<file path="src/hw/rtl/dtti_pkg.sv">
`timescale 1ns / 1ps
`default_nettype none

package dtti_pkg;

    // default magnitude width
    localparam int VALUE_WIDTH = 64;

    // result status codes
    localparam logic [1:0] STATUS_OK     = 2'd0;
    localparam logic [1:0] STATUS_SYNTAX = 2'd1;
    localparam logic [1:0] STATUS_RANGE  = 2'd2;

    // register indexes (paddr[4:3])
    localparam logic [1:0] REG_SIGNED_MODE = 2'd0;
    localparam logic [1:0] REG_LOWER_LIMIT = 2'd1;
    localparam logic [1:0] REG_UPPER_LIMIT = 2'd2;
    localparam logic [1:0] REG_FALLBACK    = 2'd3;

    // register reset values
    localparam logic [63:0] LOWER_LIMIT_RESET = 64'h8000_0000_0000_0000;
    localparam logic [63:0] UPPER_LIMIT_RESET = 64'h7FFF_FFFF_FFFF_FFFF;
    localparam logic [63:0] FALLBACK_RESET    = 64'h0;

    // characters of interest
    localparam logic [7:0] CHAR_NUL   = 8'h00;
    localparam logic [7:0] CHAR_PLUS  = 8'h2B;
    localparam logic [7:0] CHAR_MINUS = 8'h2D;
    localparam logic [7:0] CHAR_ZERO  = 8'h30;
    localparam logic [7:0] CHAR_NINE  = 8'h39;
    localparam logic [7:0] CHAR_SPACE = 8'h20;
    localparam logic [7:0] CHAR_TAB   = 8'h09;
    localparam logic [7:0] CHAR_CR    = 8'h0D;

endpackage

`default_nettype wire

</file>
<file path="src/hw/rtl/decimal_text_to_integer_checked.sv">
`timescale 1ns / 1ps
`default_nettype none

// decimal text to integer converter with range and syntax checking
// throughput: one text byte per cycle unless the zero byte waits on a stalled result,
//   set by the single digit update (x10, add, compare); a byte is captured in the input
//   register and processed from there, and the zero byte then loads the result register
// reset: synchronous, active low; clears the parse state and returns the
//   registers to signed mode, full signed limits and a zero fallback

module decimal_text_to_integer_checked #(
    parameter int VALUE_WIDTH = dtti_pkg::VALUE_WIDTH
) (
    input  wire logic        i_clk,
    input  wire logic        i_rst_n,
    // text byte channel
    input  wire logic        i_in_valid,
    output logic             o_in_stall,
    input  wire logic [7:0]  i_text_byte,
    // result channel
    output logic             o_out_valid,
    input  wire logic        i_out_stall,
    output logic [63:0]      o_number_bits,
    output logic [1:0]       o_status,
    // configuration port
    input  wire logic        psel,
    input  wire logic        penable,
    input  wire logic        pwrite,
    input  wire logic [4:0]  paddr,
    input  wire logic [63:0] pwdata,
    output logic [63:0]      prdata,
    output logic             pready
);

    localparam int W = VALUE_WIDTH;

    // parse phases
    localparam logic [1:0] PH_SPACE  = 2'd0;
    localparam logic [1:0] PH_SIGN   = 2'd1;
    localparam logic [1:0] PH_DIGITS = 2'd2;
    localparam logic [1:0] PH_JUNK   = 2'd3;

    localparam logic [W-1:0] HALF_VAL = {1'b1, {(W-1){1'b0}}};
    localparam logic [W-1:0] MASK_VAL = {W{1'b1}};

    // configuration registers
    logic        r_signed_mode;
    logic [63:0] r_lower_limit;
    logic [63:0] r_upper_limit;
    logic [63:0] r_fallback;

    // input register
    logic        r_in_valid;
    logic [7:0]  r_in_byte;

    // parse state
    logic [1:0]   r_phase,     n_phase;
    logic         r_neg,       n_neg;
    logic [W-1:0] r_mag,       n_mag;
    logic         r_ovf,       n_ovf;
    logic         r_saw_digit, n_saw_digit;
    logic         r_junk,      n_junk;
    logic         r_refused,   n_refused;

    // result register
    logic         r_out_valid;
    logic [63:0]  r_number_bits, n_number_bits;
    logic [1:0]   r_status,      n_status;

    logic         w_zero;
    logic         w_fire;
    logic         w_take;
    logic         w_cfg_wr;

    // apb: always ready, register index in paddr[4:3]
    assign pready   = 1'b1;
    assign w_cfg_wr = psel && penable && pwrite && pready;

    always_comb begin
        case (paddr[4:3])
            dtti_pkg::REG_SIGNED_MODE: prdata = {63'd0, r_signed_mode};
            dtti_pkg::REG_LOWER_LIMIT: prdata = r_lower_limit;
            dtti_pkg::REG_UPPER_LIMIT: prdata = r_upper_limit;
            dtti_pkg::REG_FALLBACK:    prdata = r_fallback;
            default:                   prdata = 64'd0;
        endcase
    end

    always_ff @(posedge i_clk) begin
        if (!i_rst_n) begin
            r_signed_mode <= 1'b1;
            r_lower_limit <= dtti_pkg::LOWER_LIMIT_RESET;
            r_upper_limit <= dtti_pkg::UPPER_LIMIT_RESET;
            r_fallback    <= dtti_pkg::FALLBACK_RESET;
        end else if (w_cfg_wr) begin
            case (paddr[4:3])
                dtti_pkg::REG_SIGNED_MODE: r_signed_mode <= pwdata[0];
                dtti_pkg::REG_LOWER_LIMIT: r_lower_limit <= pwdata;
                dtti_pkg::REG_UPPER_LIMIT: r_upper_limit <= pwdata;
                dtti_pkg::REG_FALLBACK:    r_fallback    <= pwdata;
                default: ;
            endcase
        end
    end

    // flow control: a non-zero byte always moves on, the zero byte waits
    // only while the result register still holds an untaken word
    assign w_zero     = (r_in_byte == dtti_pkg::CHAR_NUL);
    assign w_fire     = r_in_valid && (!w_zero || !r_out_valid || !i_out_stall);
    assign o_in_stall = r_in_valid && !w_fire;
    assign w_take     = i_in_valid && !o_in_stall;

    always_ff @(posedge i_clk) begin
        if (!i_rst_n) begin
            r_in_valid <= 1'b0;
        end else if (w_take) begin
            r_in_valid <= 1'b1;
        end else if (w_fire) begin
            r_in_valid <= 1'b0;
        end
    end

    always_ff @(posedge i_clk) begin
        if (w_take) begin
            r_in_byte <= i_text_byte;
        end
    end

    // per-byte parse step and end-of-string result
    logic         w_digit;
    logic         w_space;
    logic [3:0]   w_dval;
    logic [W-1:0] w_lim;
    logic [W+3:0] w_next_mag;
    logic         w_digit_ovf;
    logic [W-1:0] w_value;
    logic [63:0]  w_value64;
    logic [1:0]   w_status;

    always_comb begin
        w_digit = (r_in_byte >= dtti_pkg::CHAR_ZERO) && (r_in_byte <= dtti_pkg::CHAR_NINE);
        w_space = r_in_byte inside {dtti_pkg::CHAR_SPACE,
                                    [dtti_pkg::CHAR_TAB:dtti_pkg::CHAR_CR]};
        w_dval  = r_in_byte[3:0];

        // magnitude limit for the current mode and sign
        if (!r_signed_mode) begin
            w_lim = MASK_VAL;
        end else if (r_neg) begin
            w_lim = HALF_VAL;
        end else begin
            w_lim = HALF_VAL - W'(1);
        end

        // mag*10 + d as shifts and adds, four guard bits catch the carry out
        w_next_mag  = ({4'd0, r_mag} << 3) + ({4'd0, r_mag} << 1) + (W+4)'(w_dval);
        w_digit_ovf = (w_next_mag > {4'd0, w_lim});

        n_phase     = r_phase;
        n_neg       = r_neg;
        n_mag       = r_mag;
        n_ovf       = r_ovf;
        n_saw_digit = r_saw_digit;
        n_junk      = r_junk;
        n_refused   = r_refused;

        case (r_phase)
            PH_SPACE: begin
                if (w_space) begin
                    n_phase = PH_SPACE;
                end else if (r_in_byte == dtti_pkg::CHAR_PLUS) begin
                    n_phase = PH_SIGN;
                end else if (r_in_byte == dtti_pkg::CHAR_MINUS) begin
                    // a minus in unsigned mode is remembered as a range error
                    if (r_signed_mode) begin
                        n_neg = 1'b1;
                    end else begin
                        n_refused = 1'b1;
                    end
                    n_phase = PH_SIGN;
                end else if (w_digit) begin
                    n_saw_digit = 1'b1;
                    if (!r_ovf) begin
                        if (w_digit_ovf) begin
                            n_ovf = 1'b1;
                        end else begin
                            n_mag = w_next_mag[W-1:0];
                        end
                    end
                    n_phase = PH_DIGITS;
                end else begin
                    n_junk  = 1'b1;
                    n_phase = PH_JUNK;
                end
            end
            PH_SIGN, PH_DIGITS: begin
                if (w_digit) begin
                    n_saw_digit = 1'b1;
                    // magnitude freezes once overflowed
                    if (!r_ovf) begin
                        if (w_digit_ovf) begin
                            n_ovf = 1'b1;
                        end else begin
                            n_mag = w_next_mag[W-1:0];
                        end
                    end
                    n_phase = PH_DIGITS;
                end else begin
                    n_junk  = 1'b1;
                    n_phase = PH_JUNK;
                end
            end
            default: begin
                n_junk  = 1'b1;
                n_phase = PH_JUNK;
            end
        endcase

        // final value: negate when signed and negative, then widen to 64 bits
        w_value = (r_signed_mode && r_neg) ? (W'(0) - r_mag) : r_mag;
        if (r_signed_mode) begin
            w_value64 = 64'($signed(w_value));
        end else begin
            w_value64 = 64'(w_value);
        end

        // error priority: refused minus, overflow, no digits, junk, limits
        if (r_refused || r_ovf) begin
            w_status = dtti_pkg::STATUS_RANGE;
        end else if (!r_saw_digit || r_junk) begin
            w_status = dtti_pkg::STATUS_SYNTAX;
        end else if (r_signed_mode) begin
            if (($signed(w_value64) < $signed(r_lower_limit)) ||
                ($signed(w_value64) > $signed(r_upper_limit))) begin
                w_status = dtti_pkg::STATUS_RANGE;
            end else begin
                w_status = dtti_pkg::STATUS_OK;
            end
        end else if (w_value64 > r_upper_limit) begin
            w_status = dtti_pkg::STATUS_RANGE;
        end else begin
            w_status = dtti_pkg::STATUS_OK;
        end

        n_status      = w_status;
        n_number_bits = (w_status == dtti_pkg::STATUS_OK) ? w_value64 : r_fallback;

        // the zero byte ends the string and clears the parse state
        if (w_zero) begin
            n_phase     = PH_SPACE;
            n_neg       = 1'b0;
            n_mag       = '0;
            n_ovf       = 1'b0;
            n_saw_digit = 1'b0;
            n_junk      = 1'b0;
            n_refused   = 1'b0;
        end
    end

    always_ff @(posedge i_clk) begin
        if (!i_rst_n) begin
            r_phase     <= PH_SPACE;
            r_neg       <= 1'b0;
            r_mag       <= '0;
            r_ovf       <= 1'b0;
            r_saw_digit <= 1'b0;
            r_junk      <= 1'b0;
            r_refused   <= 1'b0;
        end else if (w_fire) begin
            r_phase     <= n_phase;
            r_neg       <= n_neg;
            r_mag       <= n_mag;
            r_ovf       <= n_ovf;
            r_saw_digit <= n_saw_digit;
            r_junk      <= n_junk;
            r_refused   <= n_refused;
        end
    end

    // result register: loaded by the zero byte, held while stalled
    always_ff @(posedge i_clk) begin
        if (!i_rst_n) begin
            r_out_valid <= 1'b0;
        end else if (w_fire && w_zero) begin
            r_out_valid <= 1'b1;
        end else if (!i_out_stall) begin
            r_out_valid <= 1'b0;
        end
    end

    always_ff @(posedge i_clk) begin
        if (w_fire && w_zero) begin
            r_number_bits <= n_number_bits;
            r_status      <= n_status;
        end
    end

    assign o_out_valid   = r_out_valid;
    assign o_number_bits = r_number_bits;
    assign o_status      = r_status;

`ifndef SYNTHESIS
    a_ovf_needs_digit: assert property (@(posedge i_clk) disable iff (!i_rst_n)
        r_ovf |-> r_saw_digit)
        else $error("overflow flagged without a digit");

    a_space_phase_clean: assert property (@(posedge i_clk) disable iff (!i_rst_n)
        (r_phase == PH_SPACE) |-> (!r_neg && !r_refused && !r_saw_digit && !r_junk && !r_ovf))
        else $error("parse flags set in leading space phase");

    a_junk_phase: assert property (@(posedge i_clk) disable iff (!i_rst_n)
        r_junk |-> (r_phase == PH_JUNK))
        else $error("junk flag outside junk phase");

    a_stall_cause: assert property (@(posedge i_clk) disable iff (!i_rst_n)
        o_in_stall |-> (r_in_valid && w_zero && r_out_valid && i_out_stall))
        else $error("input stalled without a blocked end of string");

    a_status_code: assert property (@(posedge i_clk) disable iff (!i_rst_n)
        r_out_valid |-> (r_status != 2'd3))
        else $error("undefined status code");
`endif

endmodule

`default_nettype wire
</file>
<file path="config.mk">
export PLATFORM = sky130hd
export DESIGN_NAME = decimal_text_to_integer_checked
export DESIGN_NICKNAME = d
export VERILOG_FILES = /design/src/hw/rtl/dtti_pkg.sv /design/src/hw/rtl/decimal_text_to_integer_checked.sv
export SDC_FILE = /design/constraint.sdc
export NUM_CORES = 1
export LEC_CHECK = 0
export BUFFER_PORTS_ARGS = -buffer_cell sky130_fd_sc_hd__buf_4
export CAP_MARGIN = 20
export CORE_UTILIZATION = 56
export DETAILED_ROUTE_END_ITERATION = 8
export PLACE_DENSITY = 0.78
export SYNTH_ARGS = -nofsm -noshare
export SYNTH_HDL_FRONTEND = slang
export SYNTH_SLANG_ARGS = --single-unit
</file>
<file path="constraint.sdc">
create_clock -name i_clk -period 14.45 [get_ports i_clk]
set_input_delay 0.7225 -clock i_clk [delete_from_list [all_inputs] [get_ports i_clk]]
set_output_delay 0.7225 -clock i_clk [all_outputs]
set_load 0.05 [all_outputs]
</file>
==> impl_summary.md, run 1 <==
Drt
The antenna violation net count after detailed routing is 0. After detailed routing, the average wire length per cell comes to 20.1 um. The detailed-route vias per instance is between 6 and 7. The violation count after the first detailed-route iteration is between 2000 and 2500. The first TritonRoute pass finished after 6 iterations. In the routed design, unresolved DRC markers number 0.

The final routed wirelength across all metal layers is 75.6 mm. The detailed router placed roughly 24000 vias in this run.

Yosys
After synthesis, the cell types taking the most area are sky130_fd_sc_hd__dfxtp_1 (21%), sky130_fd_sc_hd__ha_1 (16%), sky130_fd_sc_hd__edfxtp_1 (8.8%). After synthesis, the largest family of logic cells by area is compound AO/OA/AOI/OAI gates. Of the synthesized area, sequential elements account for between 20 and 30%. In the synthesized netlist, the cells that appear most often are sky130_fd_sc_hd__nand2_1 (542), sky130_fd_sc_hd__ha_1 (321), sky130_fd_sc_hd__a21oi_1 (277), sky130_fd_sc_hd__dfxtp_1 (266), sky130_fd_sc_hd__inv_1 (168). Counting every instance in the synthesized netlist gives between 3000 and 4000.

The predominant post-synthesis flop cell is sky130_fd_sc_hd__dfxtp_1. Counting every net in the synthesized netlist gives 3439. Counting flops with an async set or reset pin after synthesis yields a share of 0%. The area of the mapped netlist is 0.0252 sq mm. The synthesized netlist devotes between 15 and 20% of its cell area to simple gates. For this run, the number of Yosys warnings is 0. The number of synthesized register bits is between 300 and 400. The leading cell type by number of instances after synthesis is sky130_fd_sc_hd__nand2_1. The number of enable-type register cells in the synthesized netlist is 74. The synthesized netlist devotes between 20% and 30% of its cell area to compound gates. The synthesized netlist devotes ~4.0% of its cell area to XOR and XNOR gates. The cell accounting for the most synthesized area is sky130_fd_sc_hd__dfxtp_1. The multiplexer share of the synthesized area is under 10%. The adder-cell area share of the yosys netlist is about 16%.

Counting distinct cell types in the post-synthesis netlist gives 85. In this run the mean area of a mapped cell was around 8.3 sq um. After synthesis, the largest area contributor takes up 21.1% of total cell area.

Setup path
Counting cells, the worst reg-to-reg path comes to 21. The kind of capture point of the worst setup path is a flip-flop. The critical path goes through or4_1 -> nor3_1 -> nand4_1 -> and4b_1 -> nand2_1 -> nor2_2 -> a21oi_1 -> xor2_1 -> ha_1 -> a21o_1 -> a21o_1 -> a21oi_1 -> o21ai_0 -> o2111a_1 -> o31ai_1 -> a31oi_1 -> o311a_1 -> a2111oi_4 -> buf_4 -> buf_4 -> mux2_2.

Data on the critical path is required at its endpoint by about 15 ns. The slowest stage cell on the critical path is sky130_fd_sc_hd__buf_4. The number of buffers and inverters on the critical path is 2. The kind of cell adding the most delay to the critical path is compound AO/OA/AOI/OAI gates. At the worst endpoint, the arrival time is about 8.2 ns. The endpoint of the most critical register-to-register path is o_number_bits[1]$_DFFE_PP_. The delay of the slowest cell on the worst path is around 0.8 ns. The critical path in this run is classified as reg -> reg.

For flop-to-flop paths, the worst setup slack is 6.61 ns. The reg-to-reg startpoint is r_mag[12]$_SDFFE_PN0P_. The worst setup path is launched from a flip-flop. Of all nets on the critical path, the largest fanout is 42.

Finish
The share of cells above drive strength 1 is between 10% and 20%. For this run, the share of the core covered by cells in the final layout is around 64%. The number of filler instances in the final layout is 3763.

For this run, the post-layout net count is around 3500. The area growth from synthesis to layout is 12.1%. Summing all multi-input logic gate instances after layout gives approximately 0.016 sq mm. Summing all flip-flop and latch instances after layout gives around 0.0075 sq mm.

Placement
The final weighted congestion in routability-driven placement is a little under 1. The placed wire-length estimate is 54.0 mm. At the placement stage, the worst setup path has a slack of about 6.8 ns.

The number of buffer cells added on primary ports is roughly 210.

Power and ir drop
IR analysis of the VDD net gives a maximum drop of ~0.089 mV. The internal power contribution is roughly 1.6 mW. Sequential cells account for 45.6% of the total power. The combinational share of power is 8.8%.

The total power draw is ~2.2 mW. Dividing total power by cell area gives a power density of between 70 and 80 mW/mm^2. The reported net switching power is between 0.5 and 0.6 mW. The switching share of total power is 25.7%.

The share of total power dissipated in the clock network is ~46%. The total leakage power is ~13 nW.

Timing
Measured against its own limit, the worst slew margin works out to 29.8%. The post-route minimum period is 7.84 ns. Setup repair after global routing left no endpoint under its margin.

The final hold slack is 0.330 ns. Adding up every negative setup slack in the final design gives 0 ns. The worst-case clock skew is 0.0266 ns.

Once routing completed, OpenROAD measured the worst setup slack at 6.61 ns. The max-slew violation count came to 0. Static timing analysis puts the maximum clock frequency at 128 MHz. Setup violations remaining at the end of the flow were counted as 0. The transition time at the pin with the least slew margin is roughly 1.1 ns. Dividing the final minimum period by the clock period gives approximately 54%.

The total count of hold-check failures in the final report is 0.

Global route
The initial antenna violation count is 4. The global-route wire length before repair is 119 mm. The global-route usage over all layers is 31.9%. The total congestion overflow is 0.

The via count of the first global-routing pass is approximately 22000. The pin count of the biggest net entering global routing is between 100 and 150.

Clocking
At the later pin of the worst-skew pair, clock insertion delay measures around 0.57 ns. Post-CTS repair changed the size of 0 cells. Hold repair after CTS inserted 0 buffers. Counting every sink on the clock net gives 340.

In this run, CTS created clock tree buffers numbering 40. The clock-pin slew on the worst setup and hold paths is about 0.060 ns. In this run the deepest clock path goes through 3 buffers.

The number of buffers inserted to repair setup after CTS is 0. The root buffer selected by CTS is sky130_fd_sc_hd__clkbuf_16. The number of levels in the clock H-tree is 2. TritonCTS built the clock tree.

Floorplanning
The number of top-level design ports is approximately 220. The initial cell density of the core is a little under three fifths. The initialized floorplan defines between 70 and 80 standard-cell rows. The floorplan step defined a die boundary enclosing approximately 0.046 sq mm. From bottom edge to top edge, the die measures 214 um.

The region available for standard cell placement spans approximately 0.044 sq mm. Measured along the x axis, the die boundary spans about 210 um.

Run status
The run finished with clean final reports.

Hold path
The number of instances on the worst hold path is 1. The path with the worst hold slack has its endpoint at r_in_byte[4]$_DFFE_PP_. The min-delay analysis places its worst path in the category in -> reg. The startpoint identified for the worst hold timing path is i_text_byte[4].

Job
The number of max-cap violations is 0.
## registers in the layout, indices dropped and copies added (netlist names), 2 cells and up
name and cells:
r_fallback 64, o_number_bits 64, r_mag 64, r_in_byte 8
r_lower_limit 64, r_phase 2, r_upper_limit 64, o_status 2
## power by group through the flow
| stage | Clock, mW | Sequential (mW) | Combinational [mW] |
|---|---|---|---|
| 2_1_floorplan | 0 | 1.00 | 0.120 |
| 3_3_place_gp | 0 | 1.01 | 0.183 |
| 3_5_place_dp | 0 | 1.01 | 0.187 |
| 4_1_cts | 0.993 | 0.987 | 0.188 |
| 5_1_grt | 1.03 | 0.988 | 0.201 |
| 6_report | 0.986 | 0.987 | 0.191 |
## kinds of logic (layout without fill, tap and decap cells)
group | after synthesis | count (layout)
simple gates | 974 | 974
xor+xnor | 115 | 115
mux | 132 | 132
compound gates | 816 | 816
fa+ha+maj | 323 | 323
flops | 340 | 340
buf+inv | 331 | 468
other cells | 1 | 5
## routing by layer
metal	vias up	track usage (%)	routed length (um)
met4	0	12.9	2560
li1	11121	-	-
met5	-	0	0
met2	1001	52.2	34600
met1	11253	41.3	32000
met3	153	6.03	6370
## metrics by stage
| step | cells | cell area (sq um) |
|---|---|---|
| finish | 3765 | 28300 |
| global route | 3765 | 28300 |
| CTS | 3761 | 28300 |
| detailed placement | 3688 | 27000 |
| global placement | 3688 | 27000 |
| floorplan | 3032 | 25200 |
## placed cells by master (no fill, tap or decap), types with 72 or more instances in the layout
cell type	count
sky130_fd_sc_hd__edfxtp_1	74
sky130_fd_sc_hd__inv_1	166
sky130_fd_sc_hd__nand3_1	84
sky130_fd_sc_hd__o211ai_1	72
sky130_fd_sc_hd__dfxtp_1	266
sky130_fd_sc_hd__a21o_1	95
sky130_fd_sc_hd__ha_1	321
sky130_fd_sc_hd__xnor2_1	73
sky130_fd_sc_hd__nand2_1	541
sky130_fd_sc_hd__o21ai_0	157
sky130_fd_sc_hd__a21oi_1	277
sky130_fd_sc_hd__nor2_1	116
sky130_fd_sc_hd__buf_4	225
## area by class of cell
type | count | share of cell area (%)
clock inverter | 14 | 0.411
sequential | 340 | 26.7
inverter | 169 | 2.26
timing repair buffer | 226 | 6.01
clock buffer | 59 | 4.04
antenna | 4 | 0.0354
tap | 592 | 2.62
multi-input combinational | 2361 | 57.9
## worst max path at each step
stage | from | cells after the start | end | slack, ns
after floorplan | r_signed_mode$_SDFFE_PN1P_ | 18 | o_number_bits[10]$_DFFE_PP_ | 8.04
after global placement | r_mag[12]$_SDFFE_PN0P_ | 21 | o_number_bits[2]$_DFFE_PP_ | 6.79
after detailed placement | r_mag[12]$_SDFFE_PN0P_ | 21 | o_number_bits[1]$_DFFE_PP_ | 6.77
after CTS | r_mag[12]$_SDFFE_PN0P_ | 21 | o_number_bits[1]$_DFFE_PP_ | 6.75
after global routing | r_mag[12]$_SDFFE_PN0P_ | 21 | o_number_bits[1]$_DFFE_PP_ | 6.34
final | r_mag[12]$_SDFFE_PN0P_ | 21 | o_number_bits[1]$_DFFE_PP_ | 6.61
## worst register-to-register path: stages, from the launching register on
cell,delay (ns)
sky130_fd_sc_hd__dfxtp_1,0.43
sky130_fd_sc_hd__or4_1,0.64
sky130_fd_sc_hd__nor3_1,0.39
sky130_fd_sc_hd__nand4_1,0.33
sky130_fd_sc_hd__and4b_1,0.43
sky130_fd_sc_hd__nand2_1,0.14
sky130_fd_sc_hd__nor2_2,0.27
sky130_fd_sc_hd__a21oi_1,0.12
sky130_fd_sc_hd__xor2_1,0.50
sky130_fd_sc_hd__ha_1,0.37
sky130_fd_sc_hd__a21o_1,0.18
sky130_fd_sc_hd__a21o_1,0.16
sky130_fd_sc_hd__a21oi_1,0.14
sky130_fd_sc_hd__o21ai_0,0.19
sky130_fd_sc_hd__o2111a_1,0.30
sky130_fd_sc_hd__o31ai_1,0.06
sky130_fd_sc_hd__a31oi_1,0.10
sky130_fd_sc_hd__o311a_1,0.42
sky130_fd_sc_hd__a2111oi_4,0.72
sky130_fd_sc_hd__buf_4,0.48
sky130_fd_sc_hd__buf_4,0.80
sky130_fd_sc_hd__mux2_2,0.43
No activity file was read; power rests on OpenSTA's default activity.
==> run 2, diff against run 1 <==
- PLACE_DENSITY: 0.78 -> 0.81
- clock period: 14.45 -> 6.9 ns (I/O delays scaled with it)
==> impl_summary.md, run 2 (synthesized netlist as in run 1, its figures left out) <==
Finish
Compared with the post-synthesis result, the final layout area differs by 13.2%. The number of filler instances in the final layout is 3589 (-4.6%). The library cells used most frequently in the layout, excluding fill and tap cells, are sky130_fd_sc_hd__nand2_1 (541), sky130_fd_sc_hd__ha_1 (321), sky130_fd_sc_hd__a21oi_1 (274). The post-route standard cell area excluding fillers came to 0.0286 sq mm (+0.92%). The share of cells above drive strength 1 came to 12.9% (+0.68 points). The leading cell type in the layout, fill and taps excluded is sky130_fd_sc_hd__nand2_1. The post-layout net count came to 3566 (+0.59%).

Setup path
The maximum fanout along the worst path is 22 (-48%). The signal arrival time at the worst endpoint was 7.02 ns (-1.14 ns). The required time of the worst setup path is 7.37 ns (-7.40 ns). STA classifies the critical path startpoint as a flip-flop.

STA classifies the critical path endpoint as a flip-flop. The cell count of the worst reg-to-reg path is 25 (+19%). The critical setup path kind is reg -> reg.

Drt
The average wire length per cell after detail routing is 20.4 um (+1.6%). The first-pass iteration count of the detailed router is 8 (+2). The violation count after the first detailed-route iteration was 2701 (+15%). The antenna violation net count after detailed routing was 0 (unchanged).

The DRC violation count after routing is 0 (unchanged). The via count is 23928 (+1.7%). The final routed wirelength across all metal layers is 77.2 mm (+2.1%). The detailed-route vias per instance is 6.32 (+1.2%).

Global route
The via count of the first global-routing pass is 22767 (+1.6%). The total congestion overflow is 0 (unchanged). The met3 usage in global routing is 5.30% (-0.72 points). The global-route wire length before repair is 121 mm (+2.1%). The busiest layer in global routing is met2. The global-route usage over all layers came to 32.4% (+0.54 points). The global-route met2 utilization came to 53.2% (+1.0 points).

The met1 usage was 42.8% (+1.5 points). The pin count of the biggest net entering global routing is 119 (unchanged). The initial antenna violation count is 3 (-1).

Clocking
The number of CTS-inserted buffers is 38 (-5.0%). The clock net sink count is 340 (unchanged). The clock network latency to the later pin of the worst-skew pair is 0.57 ns (about the same). The maximum buffer depth of the clock tree was 3 (unchanged).

The clock-pin slew on the worst setup and hold paths is 0.06 ns (about the same). TritonCTS built the clock tree. The number of levels in the clock H-tree is 2 (unchanged).

The tree is rooted in a sky130_fd_sc_hd__clkbuf_16.

Power and ir drop
The worst ir drop on vdd is 0.180 mV (+100%). The total leakage power is 13.5 nW (+0.87%). The power per cell area was 157 mW/mm^2 (+100%).

Timing
The maximum frequency from static timing analysis is 153 MHz (+20%). The max-slew headroom at the worst pin is 21.9% (-7.9 points). Setup repair after global routing left no endpoint under its margin. The worst-case clock skew is 0.0233 ns (-0.00337 ns). The final critical-path share of the clock period was 94.9% (+41 points). The transition time at the pin with the least slew margin was 1.17 ns (+0.118 ns). The final setup violation count is 0 (unchanged). The post-route setup TNS came to 0 ns (unchanged). The total count of hold-check failures in the final report came to 0 (unchanged). The post-route minimum period is 6.55 ns (-1.29 ns). The max-slew violation count is 0 (unchanged).

Floorplanning
The die extent in x is 214 um (unchanged). The initial cell density of the core was 56.9% (unchanged). The die boundary height is 214 um (unchanged). The row count is 77 (unchanged).

The overall die area came to 0.0459 sq mm (unchanged). The number of top-level design ports is 217 (unchanged). The area of the core was 0.0443 sq mm (unchanged).

Placement
The placed wire-length estimate was 54.4 mm (+0.61%). The number of buffer cells added on primary ports is 212 (unchanged). The placement-stage cell area came to 0.0271 sq mm (+0.44%).

The final weighted congestion in routability-driven placement is 0.968 (+0.54%).

Hold path
The number of instances on the worst hold path is 3 (+2). The path class of the tightest hold or removal check is in -> reg.

Run status
The run finished with clean final reports.

Job
The number of max-cap violations came to 0 (unchanged).
[run 2: cell types whose count changed in the layout (fill, tap and decap cells not counted), sizes merged]
cell         previous run  this run
buf                   226       240
dlygate4sd3             0         9
clkinvlp                2         0
inv                   171       169
clkinv                  9        10
diode                   4         3
[run 2: what timing repair did]
item / in CTS / in global routing
hold endpoints to repair: 9 / 0
gates resized for setup: 0 / 17
setup endpoints to repair: 0 / 118
buffers inserted: 0 / 2
hold buffers: 9 / 0
[run 2: layout make-up]
class / count / area (sq um) / area share, %
antenna: 3 / 7.51 / 0.0263
clock buffer: 59 / 1110 / 3.89
clock inverter: 11 / 100 / 0.351
inverter: 169 / 637 / 2.23
multi-input combinational: 2361 / 16500 / 57.6
sequential: 340 / 7550 / 26.5
tap: 592 / 741 / 2.59
timing repair buffer: 249 / 1950 / 6.83
[run 2: worst max-delay path, stage by stage, from the launching register on]
cell	delay, ns
sky130_fd_sc_hd__edfxtp_1	0.48
sky130_fd_sc_hd__fa_1	0.61
sky130_fd_sc_hd__inv_1	0.07
sky130_fd_sc_hd__fa_1	0.45
sky130_fd_sc_hd__nand2b_1	0.20
sky130_fd_sc_hd__a21oi_2	0.22
sky130_fd_sc_hd__o2111a_1	0.34
sky130_fd_sc_hd__a211oi_1	0.14
sky130_fd_sc_hd__o21bai_1	0.25
sky130_fd_sc_hd__a211oi_1	0.15
sky130_fd_sc_hd__nor3_2	0.33
sky130_fd_sc_hd__mux2i_1	0.29
sky130_fd_sc_hd__and2_1	0.18
sky130_fd_sc_hd__ha_1	0.23
sky130_fd_sc_hd__nand4_1	0.09
sky130_fd_sc_hd__nor2_1	0.06
sky130_fd_sc_hd__a2111oi_0	0.45
sky130_fd_sc_hd__a21oi_1	0.17
sky130_fd_sc_hd__a211oi_2	0.24
sky130_fd_sc_hd__o211ai_1	0.13
sky130_fd_sc_hd__nor4_1	0.28
sky130_fd_sc_hd__mux2i_1	0.17
sky130_fd_sc_hd__nor3_2	0.19
sky130_fd_sc_hd__buf_4	0.24
sky130_fd_sc_hd__buf_12	0.21
sky130_fd_sc_hd__mux2i_1	0.23
[run 2: layer usage]
| layer | routed length, um | up-vias |
|---|---|---|
| met5 | 0 | - |
| met4 | 2260 | 0 |
| met3 | 7500 | 154 |
| met2 | 35900 | 1255 |
| met1 | 31600 | 11389 |
| li1 | - | 11130 |
[run 2: worst paths after layout]
kind / startpoint / end / slack [ns]
setup / recovery: r_in_byte[3]$_DFFE_PP_ / r_mag[28]$_SDFFE_PN0P_ / 0.35
hold / removal: pwdata[1] / r_upper_limit[1]$_SDFFE_PN1P_ / 0.02
setup reg to reg: r_in_byte[3]$_DFFE_PP_ / r_mag[28]$_SDFFE_PN0P_ / 0.35
hold reg to reg: r_upper_limit[63]$_SDFFE_PN0P_ / r_upper_limit[63]$_SDFFE_PN0P_ / 0.47
[run 2: stage by stage]
step | hold WS [ns] | utilization (%) | total power [mW] | worst slack, ns | cells
2_1_floorplan | 0.436 | - | 2.35 | 0.487 | 3032
3_3_place_gp | 0.447 | 61.2 | 2.49 | 0.500 | 3699
3_5_place_dp | 0.456 | 61.2 | 2.50 | 0.259 | 3699
4_1_cts | 0.00641 | 64.2 | 4.48 | 0.222 | 3778
5_1_grt | 0.0281 | 64.4 | 4.59 | 0.00602 | 3784
6_report | 0.0237 | 64.4 | 4.47 | 0.351 | 3784
[run 2: where the power goes]
| part | switching [mW] | internal (mW) | total (mW) |
|---|---|---|---|
| clock network | 0.847 | 1.15 | 2.00 |
| logic | 0.274 | 0.132 | 0.406 |
| registers | 0.0171 | 2.05 | 2.07 |
| total | 1.14 | 3.33 | 4.47 |
